[src/rtl/core/rtp_pkg.sv]
// shared types and constants of the ringtone text parser
`default_nettype none
package rtp_pkg;

  typedef enum logic [13:0] {
    PH_NAME   = 14'b00000000000001,
    PH_DSTART = 14'b00000000000010,
    PH_DEQ    = 14'b00000000000100,
    PH_DVAL   = 14'b00000000001000,
    PH_DTAIL  = 14'b00000000010000,
    PH_NTOP   = 14'b00000000100000,
    PH_NSKIP  = 14'b00000001000000,
    PH_NDUR   = 14'b00000010000000,
    PH_SHARP  = 14'b00000100000000,
    PH_FLAT   = 14'b00001000000000,
    PH_DOT1   = 14'b00010000000000,
    PH_OCT    = 14'b00100000000000,
    PH_DOT2   = 14'b01000000000000,
    PH_DELIM  = 14'b10000000000000
  } phase_t;

  typedef enum logic [5:0] {
    SQ_IDLE  = 6'b000001,
    SQ_PARSE = 6'b000010,
    SQ_DIV   = 6'b000100,
    SQ_OUT1  = 6'b001000,
    SQ_OUT2  = 6'b010000,
    SQ_DDIV  = 6'b100000
  } seq_t;

  localparam logic [1:0] ST_NOTE = 2'd0;
  localparam logic [1:0] ST_END  = 2'd1;
  localparam logic [1:0] ST_FMT  = 2'd2;
  localparam logic [1:0] ST_ZERO = 2'd3;

  localparam logic [7:0] VOLUME_RESET = 8'd64;
  localparam logic [19:0] END_MS = 20'd500;
  localparam logic [6:0] DUR_RESET = 7'd4;
  localparam logic [3:0] OCT_RESET = 4'd6;
  localparam logic [15:0] MS_SCALE = 16'd60000;
  localparam int DIV_BITS = 23;

  function automatic logic [12:0] top_freq(input logic [3:0] idx);
    logic [12:0] f;
    begin
      case (idx)
        4'd0: f = 13'd4186;
        4'd1: f = 13'd4434;
        4'd2: f = 13'd4698;
        4'd3: f = 13'd4978;
        4'd4: f = 13'd5274;
        4'd5: f = 13'd5587;
        4'd6: f = 13'd5919;
        4'd7: f = 13'd6271;
        4'd8: f = 13'd6644;
        4'd9: f = 13'd7040;
        4'd10: f = 13'd7458;
        4'd11: f = 13'd7902;
        default: f = 13'd0;
      endcase
      return f;
    end
  endfunction

  function automatic logic signed [5:0] letter_semi(input logic [7:0] c);
    logic signed [5:0] s;
    begin
      case (c)
        "C", "c": s = 6'sd0;
        "D", "d": s = 6'sd2;
        "E", "e": s = 6'sd4;
        "F", "f": s = 6'sd5;
        "G", "g": s = 6'sd7;
        "A", "a": s = 6'sd9;
        "H", "h", "B", "b": s = 6'sd11;
        default: s = -6'sd1;
      endcase
      return s;
    end
  endfunction

endpackage
`default_nettype wire

[src/rtl/core/ringtone_text_to_tone_parser.sv]
// ringtone text parser: one text byte in, up to two tone results out
// a plain byte is parsed in the parse state, after which the block returns to idle and is ready again
// a note closing byte: the parse states, then the divider for dur*60000/(tempo*8),
//   then the note beat, then the end pause beat if the byte ends the song, else a re-parse of a non-comma byte
// a d= value or note duration digits use the same divider for 32/value
// synchronous active-low reset returns parser state to name phase, volume to 64
`default_nettype none
module ringtone_text_to_tone_parser
  import rtp_pkg::*;
#(
  parameter int ACC_BITS = 16
) (
  input  wire logic        clk,
  input  wire logic        rst_n,
  input  wire logic        cfg_valid,
  output logic             cfg_ready,
  input  wire logic [7:0]  cfg_tone_volume,
  input  wire logic        in_valid,
  output logic             in_ready,
  input  wire logic [7:0]  in_char_code,
  output logic             out_valid,
  input  wire logic        out_ready,
  output logic [12:0]      out_tone_freq,
  output logic [7:0]       out_tone_amplitude,
  output logic [19:0]      out_tone_ms,
  output logic [1:0]       out_status,
  output logic             out_is_final
);

  localparam int DW = (ACC_BITS + 3 > DIV_BITS) ? ACC_BITS + 3 : DIV_BITS;
  localparam int CW = $clog2(DW + 1);
  localparam logic [ACC_BITS-1:0] ACC_MAX = {ACC_BITS{1'b1}};

  logic [7:0] vol_r;
  seq_t sq_r, sq_nxt;
  phase_t ph_r, ph_nxt;
  logic [7:0] c_r, c_nxt;
  logic [6:0] ddur_r, ddur_nxt, ndur_r, ndur_nxt;
  logic [3:0] doct_r, doct_nxt, noct_r, noct_nxt;
  logic [ACC_BITS-1:0] tempo_r, tempo_nxt, acc_r, acc_nxt;
  logic [7:0] let_r, let_nxt;
  logic signed [5:0] semi_r, semi_nxt;
  // shared divider
  logic [DW-1:0] dq_r, dq_nxt, dd_r, dd_nxt;
  logic [DW:0] drem_r, drem_nxt;
  logic [CW-1:0] dcnt_r, dcnt_nxt;
  logic dfrom_ndur_r, dfrom_ndur_nxt;
  // result buffer: slot 0 then optional end pause
  logic [12:0] rf_r, rf_nxt;
  logic [19:0] rms_r, rms_nxt;
  logic [1:0] rst_r, rst_nxt;
  logic ramp_r, ramp_nxt, rtwo_r, rtwo_nxt;
  logic again_r, again_nxt;

  logic [DW:0] trial;
  logic [ACC_BITS+3:0] acc10;
  logic [ACC_BITS-1:0] acc_dig;
  logic [3:0] cdig;
  logic isdig;
  logic [4:0] kq;
  logic [3:0] kr;
  logic [3:0] sh;
  logic [ACC_BITS+2:0] tdiv;

  assign cdig = c_r[3:0];
  assign isdig = (c_r >= "0") && (c_r <= "9");
  assign acc10 = {4'd0, acc_r} * (ACC_BITS+4)'(10) + (ACC_BITS+4)'(c_r - "0");
  assign acc_dig = (acc10 > (ACC_BITS+4)'(ACC_MAX)) ? ACC_MAX : acc10[ACC_BITS-1:0];
  assign trial = {drem_r[DW-1:0], dq_r[DW-1]} - {1'b0, dd_r};
  assign tdiv = {tempo_r, 3'b000};

  // octave and table index of the note, semitone -2..12 borrows from or carries into octave
  always_comb begin
    if (semi_r < 0) begin
      kq = {1'b0, noct_r};
      kr = 4'(semi_r + 6'sd12);
    end else if (semi_r > 6'sd11) begin
      kq = {1'b0, noct_r} + 5'd2;
      kr = 4'(semi_r - 6'sd12);
    end else begin
      kq = {1'b0, noct_r} + 5'd1;
      kr = semi_r[3:0];
    end
    sh = (kq >= 5'd9) ? 4'd0 : 4'(5'd9 - kq);
  end

  assign in_ready  = (sq_r == SQ_IDLE);
  assign cfg_ready = 1'b1;
  assign out_valid = (sq_r == SQ_OUT1) || (sq_r == SQ_OUT2);
  assign out_tone_freq = (sq_r == SQ_OUT1) ? rf_r : 13'd0;
  assign out_tone_amplitude = ((sq_r == SQ_OUT1) && ramp_r) ? vol_r : 8'd0;
  assign out_tone_ms = (sq_r == SQ_OUT1) ? rms_r : END_MS;
  assign out_status = (sq_r == SQ_OUT1) ? rst_r : ST_END;
  assign out_is_final = (sq_r == SQ_OUT2) || !rtwo_r;

  always_comb begin
    sq_nxt = sq_r; ph_nxt = ph_r; c_nxt = c_r;
    ddur_nxt = ddur_r; ndur_nxt = ndur_r; doct_nxt = doct_r; noct_nxt = noct_r;
    tempo_nxt = tempo_r; acc_nxt = acc_r; let_nxt = let_r; semi_nxt = semi_r;
    dq_nxt = dq_r; dd_nxt = dd_r; drem_nxt = drem_r; dcnt_nxt = dcnt_r;
    dfrom_ndur_nxt = dfrom_ndur_r;
    rf_nxt = rf_r; rms_nxt = rms_r; rst_nxt = rst_r; ramp_nxt = ramp_r;
    rtwo_nxt = rtwo_r; again_nxt = 1'b0;
    case (sq_r)
      SQ_IDLE: begin
        if (in_valid) begin
          c_nxt = in_char_code;
          sq_nxt = SQ_PARSE;
        end
      end
      SQ_PARSE: begin
        sq_nxt = SQ_IDLE;
        case (ph_r)
          PH_NAME: begin
            if (c_r == 8'd0) begin
              rst_nxt = ST_FMT; sq_nxt = SQ_OUT1;
            end else if (c_r == ":") ph_nxt = PH_DSTART;
          end
          PH_DSTART: begin
            if (c_r == " ") begin
            end else if (c_r == 8'd0) begin
              rst_nxt = ST_FMT; sq_nxt = SQ_OUT1;
            end else if (c_r == ":") begin
              ph_nxt = PH_NTOP; semi_nxt = -6'sd1; noct_nxt = doct_r;
              ndur_nxt = ddur_r; acc_nxt = '0;
            end else begin
              let_nxt = c_r; ph_nxt = PH_DEQ;
            end
          end
          PH_DEQ: begin
            if (c_r == "=") begin
              acc_nxt = '0; ph_nxt = PH_DVAL;
            end else begin
              rst_nxt = ST_FMT; sq_nxt = SQ_OUT1;
            end
          end
          PH_DVAL: begin
            if (isdig) acc_nxt = acc_dig;
            else begin
              acc_nxt = '0;
              ph_nxt = PH_DTAIL;
              sq_nxt = SQ_PARSE;
              if (let_r == "d") begin
                if (acc_r == '0) begin
                  rst_nxt = ST_ZERO; sq_nxt = SQ_OUT1;
                end else begin
                  // 32 / value on the shared divider
                  dq_nxt = DW'(32) << (DW - 6); dd_nxt = DW'(acc_r);
                  drem_nxt = '0; dcnt_nxt = CW'(6); dfrom_ndur_nxt = 1'b0;
                  sq_nxt = SQ_DDIV;
                end
              end else if (let_r == "o") begin
                doct_nxt = (acc_r > ACC_BITS'(15)) ? 4'd15 : acc_r[3:0];
              end else if (let_r == "b") tempo_nxt = acc_r;
            end
          end
          PH_DTAIL: begin
            if (c_r != " ") begin
              ph_nxt = PH_DSTART;
              if (c_r != ",") sq_nxt = SQ_PARSE;
            end
          end
          PH_NTOP, PH_NSKIP: begin
            if (c_r == " ") ph_nxt = PH_NSKIP;
            else if (c_r == 8'd0) begin
              rst_nxt = (ph_r == PH_NTOP) ? ST_END : ST_FMT;
              rf_nxt = '0; rms_nxt = END_MS; ramp_nxt = 1'b0;
              sq_nxt = (ph_r == PH_NTOP) ? SQ_OUT2 : SQ_OUT1;
            end else if (isdig) begin
              acc_nxt = ACC_BITS'(cdig - 4'd0) - ACC_BITS'("0" & 8'h0f);
              ph_nxt = PH_NDUR;
            end else begin
              semi_nxt = letter_semi(c_r); ph_nxt = PH_SHARP;
            end
          end
          PH_NDUR: begin
            if (isdig) acc_nxt = acc_dig;
            else if (acc_r == '0) begin
              rst_nxt = ST_ZERO; sq_nxt = SQ_OUT1;
            end else begin
              dq_nxt = DW'(32) << (DW - 6); dd_nxt = DW'(acc_r);
              drem_nxt = '0; dcnt_nxt = CW'(6); dfrom_ndur_nxt = 1'b1;
              acc_nxt = '0; sq_nxt = SQ_DDIV;
            end
          end
          PH_SHARP: begin
            ph_nxt = PH_FLAT;
            if (c_r == "#") semi_nxt = semi_r + 6'sd1; else sq_nxt = SQ_PARSE;
          end
          PH_FLAT: begin
            ph_nxt = PH_DOT1;
            if (c_r == "b") semi_nxt = semi_r - 6'sd1; else sq_nxt = SQ_PARSE;
          end
          PH_DOT1: begin
            ph_nxt = PH_OCT;
            if (c_r == ".") ndur_nxt = ndur_r + (ndur_r >> 1); else sq_nxt = SQ_PARSE;
          end
          PH_OCT: begin
            ph_nxt = PH_DOT2;
            if (isdig) noct_nxt = cdig; else sq_nxt = SQ_PARSE;
          end
          PH_DOT2: begin
            ph_nxt = PH_DELIM;
            if (c_r == ".") ndur_nxt = ndur_r + (ndur_r >> 1); else sq_nxt = SQ_PARSE;
          end
          PH_DELIM: begin
            if (c_r != " ") begin
              if (tempo_r == '0) begin
                rst_nxt = ST_ZERO; sq_nxt = SQ_OUT1;
              end else begin
                dq_nxt = DW'(ndur_r) * DW'(MS_SCALE); dd_nxt = DW'(tdiv);
                drem_nxt = '0; dcnt_nxt = CW'(DW); sq_nxt = SQ_DIV;
                again_nxt = (c_r != ",");
              end
            end
          end
          default: begin
            // unused phase codes drop the song silently
            sq_nxt = SQ_IDLE; ph_nxt = PH_NAME;
            ddur_nxt = DUR_RESET; ndur_nxt = DUR_RESET;
            doct_nxt = OCT_RESET; noct_nxt = OCT_RESET;
            tempo_nxt = ACC_BITS'(63); acc_nxt = '0; let_nxt = '0; semi_nxt = -6'sd1;
          end
        endcase
        if (sq_nxt == SQ_OUT1) begin
          rtwo_nxt = 1'b0; rf_nxt = '0; rms_nxt = '0; ramp_nxt = 1'b0;
        end
        if (sq_nxt == SQ_OUT2) rtwo_nxt = 1'b0;
      end
      SQ_DDIV, SQ_DIV: begin
        // restoring divide, one quotient bit a cycle
        if (!trial[DW]) begin
          drem_nxt = trial;
          dq_nxt = {dq_r[DW-2:0], 1'b1};
        end else begin
          drem_nxt = {drem_r[DW-1:0], dq_r[DW-1]};
          dq_nxt = {dq_r[DW-2:0], 1'b0};
        end
        dcnt_nxt = dcnt_r - CW'(1);
        if (dcnt_r == CW'(1)) begin
          if (sq_r == SQ_DDIV) begin
            if (dfrom_ndur_r) begin
              ndur_nxt = 7'(dq_nxt);
              if (c_r == 8'd0) begin
                rst_nxt = ST_FMT; rtwo_nxt = 1'b0; rf_nxt = '0; rms_nxt = '0;
                ramp_nxt = 1'b0; sq_nxt = SQ_OUT1;
              end else begin
                semi_nxt = letter_semi(c_r); ph_nxt = PH_SHARP; sq_nxt = SQ_IDLE;
              end
            end else begin
              ddur_nxt = 7'(dq_nxt); sq_nxt = SQ_PARSE;
            end
          end else begin
            rms_nxt = 20'(dq_nxt);
            rf_nxt = (semi_r == -6'sd1) ? 13'd0 : (top_freq(kr) >> sh);
            // a closing end of string follows the note with the end pause
            rst_nxt = ST_NOTE; ramp_nxt = 1'b1; rtwo_nxt = again_r && (c_r == 8'd0);
            ph_nxt = PH_NTOP; semi_nxt = -6'sd1; noct_nxt = doct_r;
            ndur_nxt = ddur_r; acc_nxt = '0;
            again_nxt = again_r;
            sq_nxt = SQ_OUT1;
          end
        end else begin
          again_nxt = again_r;
        end
      end
      SQ_OUT1: begin
        again_nxt = again_r;
        if (out_ready) begin
          sq_nxt = rtwo_r ? SQ_OUT2 : (again_r ? SQ_PARSE : SQ_IDLE);
          again_nxt = 1'b0;
          // the note tone, then the end pause or a re-parse of a closing byte that is not a comma
        end
      end
      SQ_OUT2: begin
        if (out_ready) sq_nxt = SQ_IDLE;
      end
      default: sq_nxt = SQ_IDLE;
    endcase
  end

  always_ff @(posedge clk) begin
    if (!rst_n) begin
      vol_r <= VOLUME_RESET;
    end else if (cfg_valid) begin
      vol_r <= cfg_tone_volume;
    end
  end

  logic clr;
  // errors and the end pause clear the parser once their beat leaves
  assign clr = ((sq_r == SQ_OUT1) && out_ready && !rtwo_r && (rst_r != ST_NOTE))
            || ((sq_r == SQ_OUT2) && out_ready);

  always_ff @(posedge clk) begin
    if (!rst_n || clr) begin
      sq_r <= rst_n ? sq_nxt : SQ_IDLE;
      ph_r <= PH_NAME;
      ddur_r <= DUR_RESET; ndur_r <= DUR_RESET;
      doct_r <= OCT_RESET; noct_r <= OCT_RESET;
      tempo_r <= ACC_BITS'(63); acc_r <= '0; let_r <= '0; semi_r <= -6'sd1;
      again_r <= 1'b0; rtwo_r <= 1'b0;
    end else begin
      sq_r <= sq_nxt; ph_r <= ph_nxt;
      ddur_r <= ddur_nxt; ndur_r <= ndur_nxt; doct_r <= doct_nxt; noct_r <= noct_nxt;
      tempo_r <= tempo_nxt; acc_r <= acc_nxt; let_r <= let_nxt; semi_r <= semi_nxt;
      again_r <= again_nxt; rtwo_r <= rtwo_nxt;
    end
    c_r <= c_nxt; dq_r <= dq_nxt; dd_r <= dd_nxt; drem_r <= drem_nxt;
    dcnt_r <= dcnt_nxt; dfrom_ndur_r <= dfrom_ndur_nxt;
    rf_r <= rf_nxt; rms_r <= rms_nxt; rst_r <= rst_nxt; ramp_r <= ramp_nxt;
  end

endmodule
`default_nettype wire

[config.mk]
export PLATFORM = sky130hd
export DESIGN_NAME = ringtone_text_to_tone_parser
export DESIGN_NICKNAME = d
export VERILOG_FILES = /design/src/rtl/core/rtp_pkg.sv /design/src/rtl/core/ringtone_text_to_tone_parser.sv
export SDC_FILE = /design/constraint.sdc
export NUM_CORES = 1
export LEC_CHECK = 0
export BUFFER_PORTS_ARGS = -buffer_cell sky130_fd_sc_hd__buf_4
export CAP_MARGIN = 20
export CORE_MARGIN = 2
export CORE_UTILIZATION = 57
export DETAILED_ROUTE_END_ITERATION = 16
export HOLD_SLACK_MARGIN = 0.12
export MAX_ROUTING_LAYER = met4
export PLACE_DENSITY = 0.74
export SYNTH_ARGS = -nofsm -noshare
export SYNTH_HDL_FRONTEND = slang
export SYNTH_SLANG_ARGS = --single-unit
[constraint.sdc]
create_clock -name clk -period 4.6 [get_ports clk]
set_input_delay 0 -clock clk [delete_from_list [all_inputs] [get_ports clk]]
set_output_delay 0 -clock clk [all_outputs]
set_load 0.005 [all_outputs]
**Word-level counts from Yosys, hierarchy flattened**

Memories as Yosys holds them, arrays and structs flattened.
Index checks and enable logic that the tools add are counted.

- Bits in registers: 218
- Latch bits: 0
- RAM bits: 0
- Bits in read-only memories: 208
- Bits of input ports: 21
- Output and inout bits: 47
- Memories: 1

Memory list:

| name | words | width | read ports | clocked after Yosys merged registers in | write ports | RTL line | text |
|---|---|---|---|---|---|---|---|
| (name not given) | 16 | 13 | 1 | 0 | 0 | rtp_pkg.sv:46 | `case (idx)` |

- Add/sub/neg operators: 12
- Multipliers: 2
- Divide/modulo/power cells: 0
- Order comparisons: 7
- Equality and inequality tests: 109
- Shifts and indexed selects: 1
- Mux-type cells: 222
- Bitwise gates (word level): 2
- Reduce and logical (&&, ||, !) cells: 56

Operators by type and width:

| cell | number |
|---|---|
| two-way mux 23 bit | 12 |
| two-way mux 16 bit | 17 |
| two-way mux 14 bit | 13 |
| two-way mux 20 bit | 9 |
| two-way mux 24 bit | 7 |
| one-hot mux 14 bit (12 select lines) | 1 |
| two-way mux 13 bit | 12 |
| two-way mux 6 bit | 26 |
| equality test 8 x 7 -> 1 bit, second input constant | 19 |
| one-hot mux 23 bit (3 select lines) | 2 |
| one-hot mux 16 bit (6 select lines) | 1 |
| inequality test 3 bit, second input constant | 29 |
| two-way mux 7 bit | 11 |
| two-way mux 4 bit | 18 |
| one-hot mux 24 bit (3 select lines) | 1 |
| one-hot mux 6 bit (12 select lines) | 1 |
| one-hot mux 16 bit (2 select lines) | 2 |
| two-way mux 5 bit | 12 |
| one-hot mux 6 bit (5 select lines) | 2 |
| inequality test 2 bit, second input constant | 25 |
| one-hot mux 24 bit (2 select lines) | 1 |
| two-way mux 2 bit | 23 |
| one-hot mux 23 bit (2 select lines) | 1 |
| one-hot mux 6 bit (7 select lines) | 1 |
| 91 further kinds | 165 |

**Depth between registers and ports, before layout**

Gate-level depths: netlist (run 1).
An unclocked memory read counts as a cell.

- Depth after elaboration: 12
- Mapped depth: 24
- Depth with buffers taken out: 23

**Worst setup path after synthesis (run 1)**

No wires, ideal clock.

- Path kind: register to register
- Start: reg ph_r[3]
- End: reg dcnt_r[0] (enable)
- Arrival: 4.622 ns
- Setup slack: -0.499 ns
- Cell stages (with the launch flop): 11
- Buffers on the path: 2
- Period minus slack after synthesis: 5.099 ns
- Path through: dfxtp_1 > clkbuf_1 > nor3_4 > nand3_1 > or3_1 > clkbuf_1 > nor2_1 > nand2_1 > a211oi_1 > a21oi_1 > a21oi_1

- Longest elaborated chain between the ends: 3
- Elaborated cells on any way between the ends: 10

Ends and longest elaborated chain:

| element | RTL line | text |
|---|---|---|
| start: declaration | ringtone_text_to_tone_parser.sv:36 | `phase_t ph_r, ph_nxt;` |
| start signal: assignment | ringtone_text_to_tone_parser.sv:304 | `sq_r <= sq_nxt; ph_r <= ph_nxt;` |
| equality test 14 bit, or another cell as far along | ringtone_text_to_tone_parser.sv:113 | `case (ph_r)` |
| inequality test 4 x 1 -> 1 bit (no line) / inequality test 3 bit (equally long branches) | n/a |  |
| AND reduction 7 bit (no line) * | n/a |  |
| end signal: assignment | ringtone_text_to_tone_parser.sv:310 | `dcnt_r <= dcnt_nxt; dfrom_ndur_r <= dfrom_ndur_nxt;` |
| end: declaration | ringtone_text_to_tone_parser.sv:46 | `logic [CW-1:0] dcnt_r, dcnt_nxt;` |

Every way passes the cells marked *; elsewhere a longest branch is shown, timed or not.
A chain may end at the register's enable or synchronous reset.

**Worst setup path in the final report (run 1)**

- Start: reg acc_r[3]
- End: reg acc_r[9]

- Longest elaborated chain between the ends: 7
- Elaborated cells on any way between the ends: 11

Ends and longest elaborated chain:

| element | RTL line | text |
|---|---|---|
| start: declaration | ringtone_text_to_tone_parser.sv:40 | `logic [ACC_BITS-1:0] tempo_r, tempo_nxt, acc_r, acc_nxt;` |
| start signal: assignment | ringtone_text_to_tone_parser.sv:306 | `tempo_r <= tempo_nxt; acc_r <= acc_nxt; let_r <= let_nxt; semi_r <= semi_nxt;` |
| multiplier 16 x 3 -> 19 bit | ringtone_text_to_tone_parser.sv:67 | `assign acc10 = {4'd0, acc_r} * (ACC_BITS+4)'(10) + (ACC_BITS+4)'(c_r - "0");` |
| adder 20 bit | ringtone_text_to_tone_parser.sv:67 |  |
| > comparator 20 x 16 -> 1 bit | ringtone_text_to_tone_parser.sv:68 | `assign acc_dig = (acc10 > (ACC_BITS+4)'(ACC_MAX)) ? ACC_MAX : acc10[ACC_BITS-1:0];` |
| two-way mux 16 bit | ringtone_text_to_tone_parser.sv:68 |  |
| two-way mux 16 bit, on equally long branches | ringtone_text_to_tone_parser.sv:177, ringtone_text_to_tone_parser.sv:138 |  |
| one-hot mux 16 bit (6 select lines) | ringtone_text_to_tone_parser.sv:113 |  |
| one-hot mux 16 bit (2 select lines) | ringtone_text_to_tone_parser.sv:104 | `case (sq_r)` |

Parallel ways exist; a longest one is shown, timed or not.

==> results of run 1 <==
==> sequential cells by signal, indices dropped and copies added (netlist names) <==
| register | count |
|---|---|
| dd_r | 23 |
| dq_r | 23 |
| drem_r | 23 |
| rms_r | 20 |
| acc_r | 16 |
| tempo_r | 16 |
| ph_r | 14 |
| rf_r | 13 |
| c_r | 8 |
| let_r | 8 |
| vol_r | 8 |
| ddur_r | 7 |
| ndur_r | 7 |
| semi_r | 6 |
| sq_r | 6 |
| dcnt_r | 5 |
| doct_r | 4 |
| noct_r | 4 |
| rst_r | 2 |
| again_r | 1 |
| dfrom_ndur_r | 1 |
| ramp_r | 1 |
| rtwo_r | 1 |
==> report_power, final <==
group | total, uW | internal [uW] | switching, uW | leakage, uW
Sequential | 2090 | 2060 | 38.2 | 0.00202
Combinational | 645 | 271 | 374 | 0.00558
Clock | 1900 | 1080 | 819 | 0.000363
==> final cells by class <==
type	instances	area, um2
Clock buffer	30	623
Clock inverter	14	146
Fill cell	2350	9490
Inverter	107	402
Multi-Input combinational cell	1483	10400
Sequential cell	217	5540
Tap cell	384	480
Timing Repair Buffer	186	1520
==> final timing paths <==
kind | slack, ns | start | to | cells after the start
worst min register to register | 0.45 | let_r[5] | let_r[5] | 2
worst min-delay path | 0.19 | in_char_code[4] | c_r[4] | 2
worst max-delay path | -0.24 | acc_r[3] | acc_r[9] | 24
worst max register to register | -0.24 | acc_r[3] | acc_r[9] | 24
==> metal layers <==
layer | track usage | wire (um) | vias to the layer above
li1 | - | - | 7221
met1 | 0.380 | 19300 | 7151
met2 | 0.499 | 21700 | 503
met3 | 0.0308 | 2590 | 71
met4 | 0.0753 | 1000 | 0
met5 | - | 0 | -
==> timing repair <==
item,in CTS,in global routing
pin swaps,10,11
cloned,0,0
endpoints found under the setup margin,16,17
setup buffers,10,2
hold buffers,36,0
hold endpoints to repair,23,0
gates resized for setup,2,22
==> cell usage after synthesis, drive strengths merged (34+ instances only) <==
master  number
xnor2       45
nor2b       35
edfxtp     119
ha         138
o21ai       96
clkbuf      62
and2        45
nand2      164
a21oi      128
dfxtp       98
nor3        46
nand2b      39
nor2       160
inv        107
and3        34
nand3       81
==> through the flow <==
step / std cells / total power (uW) / util / hold WS, ns / TNS [ns]
final: 2421 / 4640 / 0.669 / 0.190 / -3.57
after global routing: 2421 / 4800 / 0.669 / 0.185 / -6.56
after CTS: 2418 / 4650 / 0.664 / 0.185 / -4.01
after detailed placement: 2328 / 2740 / 0.622 / 0.179 / -5.94
after global placement: 2328 / 2720 / 0.622 / 0.178 / -3.11
after floorplan: 1894 / 2560 / - / 0.0989 / -0.0293
==> worst max-delay path: stages, from the launching register on <==
cell                       delay (ns)
sky130_fd_sc_hd__dfxtp_2         0.34
sky130_fd_sc_hd__ha_4            0.28
sky130_fd_sc_hd__ha_4            0.13
sky130_fd_sc_hd__inv_2           0.03
sky130_fd_sc_hd__fa_2            0.34
sky130_fd_sc_hd__nor2b_2         0.13
sky130_fd_sc_hd__o21ai_2         0.07
sky130_fd_sc_hd__a21boi_2        0.17
sky130_fd_sc_hd__o21ai_2         0.08
sky130_fd_sc_hd__a21boi_2        0.17
sky130_fd_sc_hd__o21ai_2         0.09
sky130_fd_sc_hd__a21boi_2        0.16
sky130_fd_sc_hd__nor2_1          0.07
sky130_fd_sc_hd__o311ai_2        0.33
sky130_fd_sc_hd__ha_1            0.31
sky130_fd_sc_hd__a21oi_2         0.14
sky130_fd_sc_hd__o21ai_2         0.08
sky130_fd_sc_hd__or3_4           0.35
sky130_fd_sc_hd__a211oi_4        0.29
sky130_fd_sc_hd__nor2_2          0.07
sky130_fd_sc_hd__o211ai_1        0.19
sky130_fd_sc_hd__xor2_1          0.29
sky130_fd_sc_hd__a31oi_4         0.14
sky130_fd_sc_hd__buf_12          0.16
sky130_fd_sc_hd__a221o_1         0.26
==> logic make-up (layout without fill, tap and decap cells) <==
family,count (synthesis),count (layout),share of synthesized area
XOR/XNOR,74,74,0.0392
multiplexers,32,32,0.0197
adder cells (fa/ha/maj),162,162,0.133
AO/OA/AOI/OAI,501,501,0.206
AND/OR/NAND/NOR,713,713,0.220
flip-flops,217,217,0.335
other,1,1,0.000227
buffers and inverters,194,337,0.0469
==> Flow_metrics.wiki, run 1 <==
{| class="wikitable"
! Metric !! Value
|-
| Final instance area || 0.0191 mm2
|-
| Insertion delay to the later sink of the worst-skew pair || 0.54 ns
|-
| Area of the core || 0.0286 mm2
|-
| Worst VDD drop || ~270 uV
|-
| Total nets after synthesis || 2077
|-
| Wire length reported by the detailed router || roughly 45000 um
|-
| Most common flop cell mapped by yosys || sky130_fd_sc_hd__edfxtp_1
|-
| RSZ-0062 raised after global routing || true
|-
| Final period demand of the worst path || 4.84 ns
|-
| Rel. slew slack || 0.330
|-
| Antenna violations before repair || 0
|-
| Fmax || 207 MHz
|-
| Post-synthesis instance area || 0.0165 mm2
|-
| Wire length of the first global-routing pass || 72500 um
|-
| Initial core utilization || 0.578
|-
| Crit path kind || flop to flop
|-
| Via-per-instance ratio || 6.17
|-
| Period utilization || 1.05
|-
| Global-route usage over all layers || 0.295
|-
| Per-cell routed wire length || 18.4 um
|-
| Residual DRC || 0
|-
| Critical Path Source Type || flop
|-
| Minimum setup slack after placement || -0.389 ns
|-
| Remaining number of nets flagged by the antenna check after routing || 0
|-
| Critical path data arrival time || 5.25 ns
|-
| Grt total ovfl || 0
|-
| Proportion of synthesized flip-flops having asynchronous set or reset || 0
|-
| Max-Cap Viols || 0
|-
| Critical path capture point type || flop
|-
| Ratio of cells with drive above 1 in the final layout || 0.127
|-
| Pin count of the biggest net entering global routing || 68
|-
| Nets || 2202
|-
| Class of the tightest hold or removal check || input pin to flop
|-
| Routed via count || about 15000
|-
| Ports || 68
|-
| Share of the yosys chip area belonging to registers || 0.335
|-
| Final count of hold timing violations || 0
|-
| Root Buffer Master || sky130_fd_sc_hd__clkbuf_16
|-
| CTS tree || done
|-
| Die outline area || 0.0304 mm2
|-
| Data required time at the worst endpoint || 5.01 ns
|-
| Number of enable flip-flop cells after synthesis || 119
|-
| Clock-pin transition on the worst setup and hold timing paths || roughly 0.060 ns
|-
| Register bit count reported by yosys || 217
|-
| Port Buffers || 66
|-
| Warnings, synthesis || 0
|-
| Fin Clk Skew || 0.0194 ns
|-
| Number of placement rows || 62
|-
| Failing checks || negative setup slack
|-
| Setup Viol. Count Final || 16
|-
| TritonCTS Buffers || 24
|-
| Synth top area share || 0.216
|-
| HPWL after DPL || 31900 um
|-
| N_diodes || 0
|-
| DRT Pass-1 Iters || 6
|-
| H-Tree Level Count || 1
|-
| Die extent in y || 174 um
|-
| Maximum count of clock buffers along a single path || 3
|-
| CP Max Fanout || 15
|-
| Top area cells in the synthesized netlist || sky130_fd_sc_hd__edfxtp_1 (22%), sky130_fd_sc_hd__dfxtp_1 (12%), sky130_fd_sc_hd__ha_1 (10%), sky130_fd_sc_hd__a21oi_1 (3.8%), sky130_fd_sc_hd__nand2_1 (3.7%)
|-
| Top cell type by total area after synthesis || sky130_fd_sc_hd__edfxtp_1
|-
| Mean instance size in the synthesized netlist || just under 9 um2
|-
| Most frequent cells in the layout || sky130_fd_sc_hd__nand2_1 (164), sky130_fd_sc_hd__nor2_1 (157), sky130_fd_sc_hd__buf_4 (148)
|-
| Area added between synthesis and finish || 15.7%
|-
| Leakage || 0.00796 uW
|-
| Count of cell types in the netlist || 98
|-
| Dpl cell area || 0.0178 mm2
|-
| Most common library cell in the layout ignoring fill and taps || sky130_fd_sc_hd__nand2_1
|-
| Routability congestion estimate || 0.997
|-
| Die Wd || about 170 um
|-
| Transition time of the tightest slew-check pin || 0.992 ns
|-
| Max Transition Viols Final || 0
|-
| Number of design-rule violations left by the first detailed-router iteration || around 1400
|-
| Power density cells || 242 mW/mm2
|-
| Number of instances in the synthesized netlist || 1894
|-
| Sink count of the clock tree || ~220
|-
| Worst Setup Slack, final || -0.242 ns
|-
| Result of the run || finished with violations
|-
| Via count of the first global-routing pass || 14100
|}
Note: power is estimated with default switching activity, not from simulation.
==> inputs of run 2 (changes only) <==
CORE_UTILIZATION = 40   (was 57)
PLACE_DENSITY = 0.62   (was 0.74)
==> Flow_metrics.wiki, run 2 (same netlist as run 1, synthesis figures left out) <==
{| class="wikitable"
! Metric !! Value
|-
| Max-Cap Viols || 0 (unchanged)
|-
| Via-per-instance ratio || 5.75 (-6.9%)
|-
| Clock Power Share || 0.425 (+0.015)
|-
| Number of placed instances with taps included || 2481 (+6.6%)
|-
| Root Buffer Master || sky130_fd_sc_hd__clkbuf_16
|-
| Rel. slew slack || 0.240 (-0.0898)
|-
| CP Max Fanout || 7 (-8)
|-
| Remaining number of nets flagged by the antenna check after routing || 0 (unchanged)
|-
| Ratio of cells with drive above 1 in the final layout || 0.129 (+0.00208)
|-
| RSZ-0062 raised after global routing || true
|-
| Pin count of the biggest net entering global routing || 68 (unchanged)
|-
| Hold path depth || 2 (unchanged)
|-
| Filler Cell Count || 3873 (+65%)
|-
| Grt total ovfl || 0 (unchanged)
|-
| Die outline area || 0.0430 mm2 (+41%)
|-
| Period utilization || 1.10 (+0.0456)
|-
| Fraction of power spent switching nets || 0.272 (+0.00699)
|-
| Clock-pin transition on the worst setup and hold timing paths || 0.06 ns (about the same)
|-
| Cell with the largest stage delay on the worst path || sky130_fd_sc_hd__or3_4
|-
| Residual DRC || 0 (unchanged)
|-
| H-Tree Level Count || 1 (unchanged)
|-
| Nets || 2206 (+0.18%)
|-
| CTS tree || done
|-
| Final count of hold timing violations || 0 (unchanged)
|-
| Area added between synthesis and finish || 17.3%
|-
| Per-cell routed wire length || 18.0 um (-2.1%)
|-
| Routed via count || 14800 (-0.98%)
|-
| Port Buffers || 66 (unchanged)
|-
| Crit path cell chain || ha_4 > ha_4 > inv_2 > fa_2 > nor2b_1 > o21ai_1 > a21boi_1 > o21ai_2 > a21boi_2 > o21ai_2 > a21boi_2 > nor2_2 > o311ai_4 > ha_1 > a21oi_2 > o21ai_2 > or3_4 > a211oi_4 > nor2_2 > o211ai_1 > xor2_1 > a31oi_4 > clkbuf_16 > a221o_1
|-
| Maximum count of clock buffers along a single path || 3 (unchanged)
|-
| Class of the tightest hold or removal check || input pin to flop
|-
| Final period demand of the worst path || 5.05 ns (+0.210 ns)
|-
| Area of the core || 0.0408 mm2 (+43%)
|-
| Number of design-rule violations left by the first detailed-router iteration || 1152 (-17%)
|-
| Max Transition Viols Final || 0 (unchanged)
|-
| Most frequent cells in the layout || sky130_fd_sc_hd__nand2_1 (164), sky130_fd_sc_hd__nor2_1 (157), sky130_fd_sc_hd__buf_4 (148)
|-
| Fin Clk Skew || 0.0229 ns (+0.00343 ns)
|-
| Global-route usage over all layers || 0.216 (-0.0791)
|-
| Die extent in y || 207 um (+19%)
|-
| Sequential share of power || 0.440 (-0.011)
|-
| Leakage || 0.00800 uW (+0.49%)
|-
| Antenna violations before repair || 0 (unchanged)
|-
| Worst Setup Slack, final || -0.452 ns (-0.210 ns)
|-
| Result of the run || finished with violations
|-
| Power density cells || 245 mW/mm2 (+1.3%)
|-
| Internal power component || 3470 uW (+1.7%)
|-
| Sink count of the clock tree || 217 (unchanged)
|-
| Top Registers || dd_r (23), dq_r (23), drem_r (23)
|-
| Final instance area || 0.0194 mm2 (+1.4%)
|-
| Wire length reported by the detailed router || 46400 um (+4.1%)
|-
| Critical Path Source Type || flop
|-
| Critical path data arrival time || 5.50 ns (+0.25 ns)
|-
| TritonCTS Buffers || 26 (+8.3%)
|-
| Worst VDD drop || 236 uV (-11%)
|-
| Critical path capture point type || flop
|-
| CP delay by family, top || compound AO/OA/AOI/OAI gates
|-
| Wire length of the first global-routing pass || 75200 um (+3.9%)
|-
| Insertion delay to the later sink of the worst-skew pair || 0.57 ns (+0.03 ns)
|-
| Failing checks || negative setup slack
|-
| Switching power summed over all nets || 1300 uW (+5.4%)
|-
| Most common library cell in the layout ignoring fill and taps || sky130_fd_sc_hd__nand2_1
|-
| N_diodes || 0 (unchanged)
|-
| Routability congestion estimate || 0.992 (-0.47%)
|-
| Die Wd || 207 um (+19%)
|-
| Crit path kind || flop to flop
|-
| Combinational cell fraction of total power || 0.135 (-0.004)
|-
| Dpl cell area || 0.0180 mm2 (+1.3%)
|-
| Number of placement rows || 74 (+19%)
|-
| Data required time at the worst endpoint || 5.05 ns (+0.04 ns)
|-
| Worst R2R Path Depth || 24 (unchanged)
|-
| Minimum setup slack after placement || -0.439 ns (-0.0493 ns)
|-
| DRT Pass-1 Iters || 7 (+1)
|-
| Buffers plus inverters on the worst setup path || 2 (unchanged)
|-
| Ports || 68 (unchanged)
|-
| Depth of the critical timing path with buffers and inverters included || 24 (unchanged)
|-
| Slowest cell delay on critical path || 0.39 ns (+0.04 ns)
|-
| Fmax || 198 MHz (-4.2%)
|-
| Transition time of the tightest slew-check pin || 1.12 ns (+0.133 ns)
|-
| Setup Viol. Count Final || 16 (unchanged)
|-
| Initial core utilization || 0.405 (-0.173)
|-
| HPWL after DPL || 33800 um (+6.0%)
|-
| Non-filler cells in the finished layout || 2575 (+6.4%)
|-
| Cell repeated most along the worst path || sky130_fd_sc_hd__o21ai_2
|-
| Via count of the first global-routing pass || 14400 (+1.7%)
|}
[run 2: stage by stage]
stage                      util  total power [uW]  hold WS [ns]  setup TNS [ns]
final                     0.475              4770         0.166           -6.78
after CTS                 0.473              4800         0.148           -3.22
after global routing      0.475              4960         0.160          -10.71
after global placement    0.441              2730         0.186           -3.57
after floorplan               -              2560        0.0989         -0.0293
after detailed placement  0.441              2740         0.185           -6.59
[run 2: area by class of cell]
| type | count | area, um2 | share of cell area |
|---|---|---|---|
| Multi-Input combinational cell | 1483 | 10400 | 0.537 |
| Sequential cell | 217 | 5540 | 0.286 |
| Timing Repair Buffer | 188 | 1550 | 0.0797 |
| Clock buffer | 33 | 697 | 0.0359 |
| Tap cell | 532 | 666 | 0.0343 |
| Inverter | 107 | 402 | 0.0207 |
| Clock inverter | 15 | 135 | 0.00696 |
[run 2: metal layers]
metal	track usage	vias up	part of all wire
li1	-	7243	-
met1	0.278	6975	0.44
met2	0.356	480	0.47
met3	0.0230	101	0.055
met4	0.0709	0	0.031
met5	-	-	0
[run 2: what timing repair did]
item / CTS / global route
setup buffers: 5 / 3
hold buffers: 37 / 0
endpoints found under the setup margin: 16 / 23
endpoints found under the hold margin: 29 / 0
cloned: 0 / 1
pin swaps: 5 / 15
resized for setup: 5 / 14
[run 2: worst paths after layout]
check | start | to | slack [ns]
worst max-delay path | acc_r[3] | acc_r[13] | -0.45
worst min-delay path | in_char_code[5] | c_r[5] | 0.17
worst max register to register | acc_r[3] | acc_r[13] | -0.45
worst min register to register | let_r[4] | let_r[4] | 0.45
[run 2: power by group through the flow]
| stage | Clock (uW) | Combinational, uW | Sequential, uW |
|---|---|---|---|
| 2_1_floorplan | 0 | 441 | 2120 |
| 3_3_place_gp | 0 | 591 | 2140 |
| 3_5_place_dp | 0 | 603 | 2140 |
| 4_1_cts | 2070 | 638 | 2100 |
| 5_1_grt | 2140 | 714 | 2100 |
| 6_report | 2020 | 645 | 2100 |
[run 2: worst register-to-register path, cell delays in order (launching register included)]
cell and delay, ns:
sky130_fd_sc_hd__dfxtp_2 0.34, sky130_fd_sc_hd__ha_4 0.27, sky130_fd_sc_hd__ha_4 0.13, sky130_fd_sc_hd__inv_2 0.03, sky130_fd_sc_hd__fa_2 0.34, sky130_fd_sc_hd__nor2b_1 0.12
sky130_fd_sc_hd__o21ai_1 0.10, sky130_fd_sc_hd__a21boi_1 0.25, sky130_fd_sc_hd__o21ai_2 0.09, sky130_fd_sc_hd__a21boi_2 0.18, sky130_fd_sc_hd__o21ai_2 0.08, sky130_fd_sc_hd__a21boi_2 0.20
sky130_fd_sc_hd__nor2_2 0.08, sky130_fd_sc_hd__o311ai_4 0.30, sky130_fd_sc_hd__ha_1 0.30, sky130_fd_sc_hd__a21oi_2 0.15, sky130_fd_sc_hd__o21ai_2 0.08, sky130_fd_sc_hd__or3_4 0.39
sky130_fd_sc_hd__a211oi_4 0.27, sky130_fd_sc_hd__nor2_2 0.08, sky130_fd_sc_hd__o211ai_1 0.21, sky130_fd_sc_hd__xor2_1 0.30, sky130_fd_sc_hd__a31oi_4 0.17, sky130_fd_sc_hd__clkbuf_16 0.20
sky130_fd_sc_hd__a221o_1 0.27
